**src/sv/indexed_list_store_top_macros.svh**
```systemverilog
// ----------------------------------------------------------------------------
// indexed_list_store_top_macros.svh
// Assertion helpers used by the list store RTL.
// ----------------------------------------------------------------------------
`ifndef INDEXED_LIST_STORE_TOP_MACROS_SVH
`define INDEXED_LIST_STORE_TOP_MACROS_SVH

// Same-cycle implication, checked while out of reset.
`define ILS_ASSERT_IMPLY(label, clk, rst_n, ante, cons) \
	label: assert property (@(posedge clk) disable iff (!rst_n) (ante) |-> (cons)) \
		else $error("list store check failed");

// Next-cycle implication, checked while out of reset.
`define ILS_ASSERT_NEXT(label, clk, rst_n, ante, cons) \
	label: assert property (@(posedge clk) disable iff (!rst_n) (ante) |=> (cons)) \
		else $error("list store check failed");

`endif

```
**src/sv/ils_pkg.sv**
```systemverilog
// ----------------------------------------------------------------------------
// ils_pkg
// Request and status codes of the indexed list store.
// ----------------------------------------------------------------------------
`default_nettype none

package ils_pkg;

	typedef logic [2:0] req_code_t;
	typedef logic [1:0] status_t;

	localparam req_code_t REQ_READ        = 3'd0;
	localparam req_code_t REQ_INSERT_HEAD = 3'd1;
	localparam req_code_t REQ_INSERT_TAIL = 3'd2;
	localparam req_code_t REQ_INSERT_AT   = 3'd3;
	localparam req_code_t REQ_DELETE      = 3'd4;

	localparam status_t ST_DONE  = 2'd0;
	localparam status_t ST_RANGE = 2'd1;
	localparam status_t ST_FULL  = 2'd2;

	localparam int unsigned DATA_W  = 32;
	localparam int unsigned POS_W   = 8;
	localparam int unsigned COUNT_W = 7;

endpackage

`default_nettype wire

```
**src/sv/indexed_list_store_top.sv**
```systemverilog
// ----------------------------------------------------------------------------
// indexed_list_store_top
// Ordered store of signed 32-bit values kept in one synchronous memory.
// ----------------------------------------------------------------------------
// A transaction is taken when start is high and busy is low; its result shows
// on read_value, status and entry_count for exactly one cycle with done high,
// and the receiver cannot stall it. Rejected requests (out of range, full,
// unknown) and a delete of the last entry give their result in the cycle after
// acceptance and allow a new transaction every cycle. A good read passes through
// S_RD_WAIT, as the memory output is registered. An insert that moves no entries
// goes straight to S_PUT, an insert that moves entries passes through S_SHIFT,
// S_DRAIN and S_PUT, and a delete that moves entries through S_SHIFT and S_DRAIN:
// the entries move one per cycle through the memory's single read and write ports.
`default_nettype none

module indexed_list_store_top #(
	parameter int unsigned CAPACITY = 64
) (
	input  wire logic                                clk,
	input  wire logic                                arst_n,
	input  wire logic                                start,
	output logic                                     busy,
	input  wire ils_pkg::req_code_t                  req_type,
	input  wire logic [ils_pkg::POS_W-1:0]           position,
	input  wire logic signed [ils_pkg::DATA_W-1:0]   item_value,
	output logic                                     done,
	output logic signed [ils_pkg::DATA_W-1:0]        read_value,
	output ils_pkg::status_t                         status,
	output logic [ils_pkg::COUNT_W-1:0]              entry_count
);

	import ils_pkg::*;

	`include "indexed_list_store_top_macros.svh"

	localparam int unsigned AW   = $clog2(CAPACITY);
	localparam int unsigned CW   = $clog2(CAPACITY + 1);
	localparam int unsigned CMPW = ((CW > POS_W) ? CW : POS_W) + 1;

	typedef enum logic [2:0] {
		S_IDLE,
		S_RD_WAIT,
		S_SHIFT,
		S_DRAIN,
		S_PUT
	} state_t;

	state_t                     state_q;
	logic [CW-1:0]              count_q;
	logic [AW-1:0]              src_q;
	logic [AW-1:0]              end_q;
	logic [AW-1:0]              pos_q;
	logic [DATA_W-1:0]          value_q;
	logic                       ins_q;
	logic                       done_q;
	logic signed [DATA_W-1:0]   read_value_q;
	status_t                    status_q;
	logic                       wr_pend_s1;
	logic [AW-1:0]              wr_addr_s1;

	logic [DATA_W-1:0]          mem [CAPACITY];
	logic [DATA_W-1:0]          rdata_q;
	logic                       mem_re;
	logic [AW-1:0]              mem_raddr;
	logic                       mem_we;
	logic [AW-1:0]              mem_waddr;
	logic [DATA_W-1:0]          mem_wdata;

	logic                       accept;
	logic [CMPW-1:0]            pos_ext;
	logic [CMPW-1:0]            cnt_ext;
	logic [CMPW-1:0]            ins_tgt;
	logic                       is_full;
	logic                       shift_last;

	assign accept   = start && (state_q == S_IDLE);
	assign busy     = (state_q != S_IDLE);
	assign pos_ext  = CMPW'(position);
	assign cnt_ext  = CMPW'(count_q);
	assign is_full  = (count_q == CW'(CAPACITY));

	always_comb begin
		unique case (req_type)
			REQ_INSERT_HEAD: ins_tgt = '0;
			REQ_INSERT_TAIL: ins_tgt = cnt_ext;
			default:         ins_tgt = pos_ext;
		endcase
	end

	assign shift_last = ins_q ? (src_q == pos_q) : (src_q == end_q);

	// Shifts read two entries ahead of the pending write, so a read never
	// meets an entry that is still waiting to be written back.
	assign mem_re    = (accept && (req_type == REQ_READ) && (pos_ext < cnt_ext))
			|| (state_q == S_SHIFT);
	assign mem_raddr = (state_q == S_SHIFT) ? src_q : AW'(position);
	assign mem_we    = wr_pend_s1 || (state_q == S_PUT);
	assign mem_waddr = (state_q == S_PUT) ? pos_q : wr_addr_s1;
	assign mem_wdata = (state_q == S_PUT) ? value_q : rdata_q;

	always_ff @(posedge clk) begin
		if (mem_re) begin
			rdata_q <= mem[mem_raddr];
		end
		if (mem_we) begin
			mem[mem_waddr] <= mem_wdata;
		end
	end

	always_ff @(posedge clk or negedge arst_n) begin
		if (!arst_n) begin
			state_q      <= S_IDLE;
			count_q      <= '0;
			src_q        <= '0;
			end_q        <= '0;
			pos_q        <= '0;
			value_q      <= '0;
			ins_q        <= 1'b0;
			done_q       <= 1'b0;
			read_value_q <= '0;
			status_q     <= ST_DONE;
			wr_pend_s1   <= 1'b0;
			wr_addr_s1   <= '0;
		end else begin
			done_q     <= 1'b0;
			wr_pend_s1 <= 1'b0;
			unique case (state_q)
				S_IDLE: begin
					if (accept) begin
						unique case (req_type)
							REQ_READ: begin
								if (pos_ext < cnt_ext) begin
									state_q <= S_RD_WAIT;
								end else begin
									done_q       <= 1'b1;
									read_value_q <= '1;
									status_q     <= ST_RANGE;
								end
							end
							REQ_INSERT_HEAD, REQ_INSERT_TAIL, REQ_INSERT_AT: begin
								if (ins_tgt > cnt_ext) begin
									done_q       <= 1'b1;
									read_value_q <= '0;
									status_q     <= ST_RANGE;
								end else if (is_full) begin
									done_q       <= 1'b1;
									read_value_q <= '0;
									status_q     <= ST_FULL;
								end else begin
									pos_q   <= AW'(ins_tgt);
									value_q <= item_value;
									ins_q   <= 1'b1;
									if (ins_tgt == cnt_ext) begin
										state_q <= S_PUT;
									end else begin
										src_q   <= AW'(count_q - CW'(1));
										state_q <= S_SHIFT;
									end
								end
							end
							REQ_DELETE: begin
								if (pos_ext >= cnt_ext) begin
									done_q       <= 1'b1;
									read_value_q <= '0;
									status_q     <= ST_RANGE;
								end else if (pos_ext + CMPW'(1) == cnt_ext) begin
									count_q      <= count_q - CW'(1);
									done_q       <= 1'b1;
									read_value_q <= '0;
									status_q     <= ST_DONE;
								end else begin
									src_q   <= AW'(position) + AW'(1);
									end_q   <= AW'(count_q - CW'(1));
									ins_q   <= 1'b0;
									state_q <= S_SHIFT;
								end
							end
							default: begin
								done_q       <= 1'b1;
								read_value_q <= '0;
								status_q     <= ST_RANGE;
							end
						endcase
					end
				end
				S_RD_WAIT: begin
					done_q       <= 1'b1;
					read_value_q <= rdata_q;
					status_q     <= ST_DONE;
					state_q      <= S_IDLE;
				end
				S_SHIFT: begin
					wr_pend_s1 <= 1'b1;
					wr_addr_s1 <= ins_q ? (src_q + AW'(1)) : (src_q - AW'(1));
					if (shift_last) begin
						state_q <= S_DRAIN;
					end else begin
						src_q <= ins_q ? (src_q - AW'(1)) : (src_q + AW'(1));
					end
				end
				S_DRAIN: begin
					if (ins_q) begin
						state_q <= S_PUT;
					end else begin
						count_q      <= count_q - CW'(1);
						done_q       <= 1'b1;
						read_value_q <= '0;
						status_q     <= ST_DONE;
						state_q      <= S_IDLE;
					end
				end
				S_PUT: begin
					count_q      <= count_q + CW'(1);
					done_q       <= 1'b1;
					read_value_q <= '0;
					status_q     <= ST_DONE;
					state_q      <= S_IDLE;
				end
				default: begin
					state_q <= S_IDLE;
				end
			endcase
		end
	end

	assign done        = done_q;
	assign read_value  = read_value_q;
	assign status      = status_q;
	assign entry_count = COUNT_W'(count_q);

	`ILS_ASSERT_IMPLY(a_count_bound, clk, arst_n, 1'b1, count_q <= CW'(CAPACITY))
	`ILS_ASSERT_IMPLY(a_done_idle, clk, arst_n, done_q, state_q == S_IDLE)
	`ILS_ASSERT_IMPLY(a_wr_in_shift, clk, arst_n, wr_pend_s1, state_q == S_SHIFT || state_q == S_DRAIN)
	`ILS_ASSERT_IMPLY(a_count_with_done, clk, arst_n, count_q != $past(count_q), done_q)
	`ILS_ASSERT_NEXT(a_put_finishes, clk, arst_n, state_q == S_PUT, done_q && state_q == S_IDLE)

endmodule

`default_nettype wire

```
**config.mk**
```make
export PLATFORM = sky130hd
export DESIGN_NAME = indexed_list_store_top
export DESIGN_NICKNAME = d
export VERILOG_FILES = /design/src/sv/ils_pkg.sv /design/src/sv/indexed_list_store_top.sv
export VERILOG_INCLUDE_DIRS = /design/src /design/src/sv
export SDC_FILE = /design/constraint.sdc
export NUM_CORES = 2
export LEC_CHECK = 0
export BUFFER_PORTS_ARGS = -buffer_cell sky130_fd_sc_hd__buf_2
export CAP_MARGIN = 20
export CORE_ASPECT_RATIO = 0.8
export CORE_MARGIN = 4
export CORE_UTILIZATION = 25
export DETAILED_ROUTE_END_ITERATION = 16
export PLACE_DENSITY = 0.44
export SLEW_MARGIN = 15
export SYNTH_ARGS = -nofsm -noshare
export SYNTH_HDL_FRONTEND = slang
export SYNTH_SLANG_ARGS = --single-unit
```
**constraint.sdc**
```tcl
create_clock -name clk -period 3.8 [get_ports clk]
set_input_delay 0 -clock clk [delete_from_list [all_inputs] [get_ports clk]]
set_output_delay 0 -clock clk [all_outputs]
set_load 0.01 [all_outputs]
```
==> impl_metrics.py <==
metrics = {
    "floorplan": {
        "die_x_um": 663,
        "die_h_um": 532,
        "fp.coreArea_mm2": 0.342,
        "floorplan.die_area_mm2": 0.352,
        "total_i_o_pin_count": 89,
        "floorplan.initialDensity": 0.251,
        "rows": 192,
    },
    "placed_design": {
        "place_inst": 9701,
        "port_buffers": 88,
        "detailedPlace.worstSlack_ns": -0.494,
        "gpl.final_weighted_congestion": 0.809,
        "hpwlAfterDp_mm": 175,
        "dpl_cell_area_mm2": 0.0966,
    },
    "run_status": {
        "result_of_the_run": "finished, final reports clean",
    },
    "worst_setup_path": {
        "cp.required_ns": 4.37,
        "timing.critical_path.fanout_max": 21,
        "worst_setup_path_start_kind": "flop",
        "cp-end-kind": "flop",
        "critical-path-top-cell-by-count": "sky130_fd_sc_hd__buf_4",
        "worstPathCellList": "nor2_2 > nand2_4 > inv_6 > mux2i_4 > buf_4 > buf_12 > buf_12 > buf_4 > mux2i_1 > o22ai_1 > o41ai_2 > buf_4 > o2111ai_1",
        "critical_path_arrival_ns": 4.27,
        "critical-path-max-stage-delay_ns": 0.60,
        "critical_setup_path_kind": "flop to flop",
        "crit_slowest_cell": "sky130_fd_sc_hd__o41ai_2",
        "slack_of_the_worst_reg_to_reg_path_ns": 0.09,
    },
    "pwr": {
        "p_leak_nw": 36.5,
        "peakVddDrop_mv": 0.439,
        "power.switching_fraction": 0.332,
        "power_density_mw_per_mm2": 709,
        "p_int_mw": 49.6,
        "power.switching_mw": 24.6,
        "sequentialPowerShare": 0.428,
        "combPwrFrac": 0.288,
        "part_of_the_power_in_the_clock_network": 0.284,
    },
    "detailed_routing": {
        "mean_routed_wirelength_per_cell_um": 28.2,
        "drt_pass1_iterations": 8,
        "remaining_design_rule_violation_count": 0,
        "route.final.wire_length_mm": 287,
        "drtAntennaViolNets": 0,
        "via_count": 48768,
        "drt-vias-per-instance": 4.78,
        "first_iter_violations": 5046,
    },
    "synth": {
        "synth_cell_types": 62,
        "synth_seq_area_share": 0.759,
        "synth_area_per_cell_um2": 17.6,
        "postSynthNetCount": 4945,
        "synth_warnings": 0,
        "ys_ff_latch": 2183,
        "synth-async-reset-ratio": 0.0472,
        "synth-edff-count": 2080,
        "postSynthCellCount": 4879,
        "post_synthesis_instance_area_mm2": 0.0857,
        "top_flip_flop_cell_by_instance_count_after_synthesis": "sky130_fd_sc_hd__edfxtp_1",
    },
    "sta": {
        "setup_viol_count_final": 0,
        "max_slew.worst_pin.slew_ns": 1.12,
        "timing.final.ws_setup_ns": 0.0926,
        "max_clock_freq_mhz": 270,
        "worst_slew_margin_rel": 0.256,
        "final_max_slew_viol_count": 0,
        "period_share": 0.976,
        "worst_clock_skew_ns": 0.0492,
        "hold_ws_ns": 0.176,
        "timing_hold_violations_final": 0,
        "timing.final.crit_period_ns": 3.71,
    },
    "clock_network": {
        "root_buffer": "sky130_fd_sc_hd__clkbuf_16",
        "cts.reportedPaths.clkPinSlew_ns": 0.07,
        "tritoncts_buffers": 222,
        "ctsLongestPathBuffers": 4,
        "cts_max_level": 4,
        "clock_tree_from_tritoncts": "yes",
        "clk_lat_worst_skew_ns": 0.90,
        "clock_sinks": 2183,
    },
    "finish": {
        "layout.cell_area.non_filler_mm2": 0.105,
        "fin_cells": 10197,
        "layout_cells_sized_above_1": 0.189,
        "syn2layout_area_growth_pct": 22.1,
        "num-nets-final": 5518,
        "finish.utilization": 0.306,
    },
    "grt": {
        "grt_start_max_net_pins": 65,
        "grt_antenna_before_repair": 18,
        "grt_overflow": 0,
        "globalRouteTotalUtil": 0.157,
        "wire_length_of_the_first_global_routing_pass_mm": 395,
        "via_count_of_the_first_global_routing_pass": 47541,
    },
    "min_path": {
        "holdCritPathClass": "primary input to flop",
    },
    "job": {
        "cap_viol_max_count": 0,
    },
}
power by group through the flow:
stage / clock network [mW] / logic [mW] / registers [mW]
final: 21.1 / 21.4 / 31.8
after detailed placement: 0 / 21.0 / 32.2
after CTS: 21.6 / 21.3 / 31.7
after global routing: 22.6 / 22.5 / 31.8
after global placement: 0 / 20.8 / 32.2
after floorplan: 0 / 10.8 / 31.7
state kept, by name, summed over array words and instances, names as in the netlist:
name and count:
read_value 32, value_q 32, entry_count 7, status 2, ins_q 1, wr_pend_s1 1, rdata_q 32, state_q 3
wr_addr_s1 6, end_q 6, done 1, pos_q 6, src_q 6, mem 2048
metal layers:
| layer | share of wire | up-vias | track usage |
|---|---|---|---|
| met5 | 0 | - | 0 |
| met4 | 0.017 | 0 | 0.0298 |
| met3 | 0.056 | 318 | 0.0223 |
| met2 | 0.44 | 1424 | 0.240 |
| met1 | 0.48 | 26225 | 0.237 |
| li1 | - | 20801 | - |
synth_stat cells, types with 27 or more instances:
cell,instances,area [um^2]
sky130_fd_sc_hd__o22a_1,35,307
sky130_fd_sc_hd__o221ai_1,33,289
sky130_fd_sc_hd__nand2_1,172,646
sky130_fd_sc_hd__inv_1,50,188
sky130_fd_sc_hd__buf_6,41,462
sky130_fd_sc_hd__o31ai_1,37,278
sky130_fd_sc_hd__dfrtp_1,103,2580
sky130_fd_sc_hd__nand3_1,27,135
sky130_fd_sc_hd__a21oi_1,66,330
sky130_fd_sc_hd__o22ai_1,450,2820
sky130_fd_sc_hd__buf_2,95,475
sky130_fd_sc_hd__edfxtp_1,2080,62500
sky130_fd_sc_hd__mux2i_1,1070,10700
sky130_fd_sc_hd__mux2_2,35,394
sky130_fd_sc_hd__clkbuf_1,122,458
sky130_fd_sc_hd__o41ai_1,64,561
sky130_fd_sc_hd__nor2_1,102,383
sky130_fd_sc_hd__nor4_1,33,206
sky130_fd_sc_hd__o2111ai_1,32,280
sky130_fd_sc_hd__o21ai_0,39,195
through the flow:
| step | power, mW | TNS [ns] |
|---|---|---|
| floorplan | 42.5 | 0 |
| global placement | 53.0 | -5.02 |
| detailed placement | 53.3 | -1.83 |
| CTS | 74.6 | 0 |
| global route | 76.9 | -0.00819 |
| finish | 74.2 | 0 |
cell type report:
class | instances | area, um^2
inverters | 53 | 204
clock inverters | 125 | 997
well taps | 4559 | 5700
flip-flops and latches | 2183 | 65000
repair buffers | 638 | 6900
clock buffers | 271 | 5790
fillers | 33476 | 237000
diodes | 14 | 35.0
multi-input cells | 2354 | 20000
cells by family (layout without fill, tap and decap cells):
| group | after synthesis | after routing | synth area share |
|---|---|---|---|
| DFF | 2183 | 2183 | 0.759 |
| muxes | 1113 | 1113 | 0.131 |
| AOI/OAI and AO/OA | 789 | 789 | 0.0624 |
| and+or+nand+nor | 401 | 401 | 0.0210 |
| buffers and inverters | 342 | 1087 | 0.0209 |
| xor gates and xnor gates | 31 | 31 | 0.00365 |
| adders and majority gates | 20 | 20 | 0.00292 |
| other | 0 | 14 | 0 |
repair_timing:
action	in CTS	in global routing
hold endpoints to repair	128	0
setup endpoints to repair	12	44
gates resized for setup	20	23
cloned	0	2
hold buffers	83	0
pin swaps	0	4
setup buffers	1	0
placed cells by master, fill, tap and decap left out, drive strengths merged, types with 8 or more instances in the layout:
cell,count
o21ai,42
mux2,43
o41ai,64
bufinv,15
o22ai,450
or3,9
nand3,27
nor2,103
nor4,33
dlygate4sd3,82
clkbuf,273
o22a,35
nor3,14
clkinv,101
edfxtp,2080
mux2i,1070
nand2,173
nor2b,8
xor2,8
nand2b,9
o31ai,37
diode,14
inv,58
buf,554
o2111ai,32
dfrtp,103
xnor2,20
a21oi,67
o221ai,33
ha,20
critical path: cells and delay by family (launching register included):
kind                   cells  cell delay, ns
AOI/OAI and AO/OA          3            0.92
muxes                      2            0.54
DFF                        1            0.46
and+or+nand+nor            2            0.26
buffers and inverters      6            1.17
path summary, 6_finish.rpt:
check	depth (start not counted)	from	endpoint
setup / recovery	13	state_q[0]	rdata_q[17]
min in group asynchronous	4	arst_n	read_value[9]
hold reg to reg	2	wr_addr_s1[5]	wr_addr_s1[5]
hold / removal	7	position[6]	ins_q
max in group asynchronous	4	arst_n	value_q[24]
setup reg to reg	13	state_q[0]	rdata_q[17]
(Power assumes the default switching activity.)
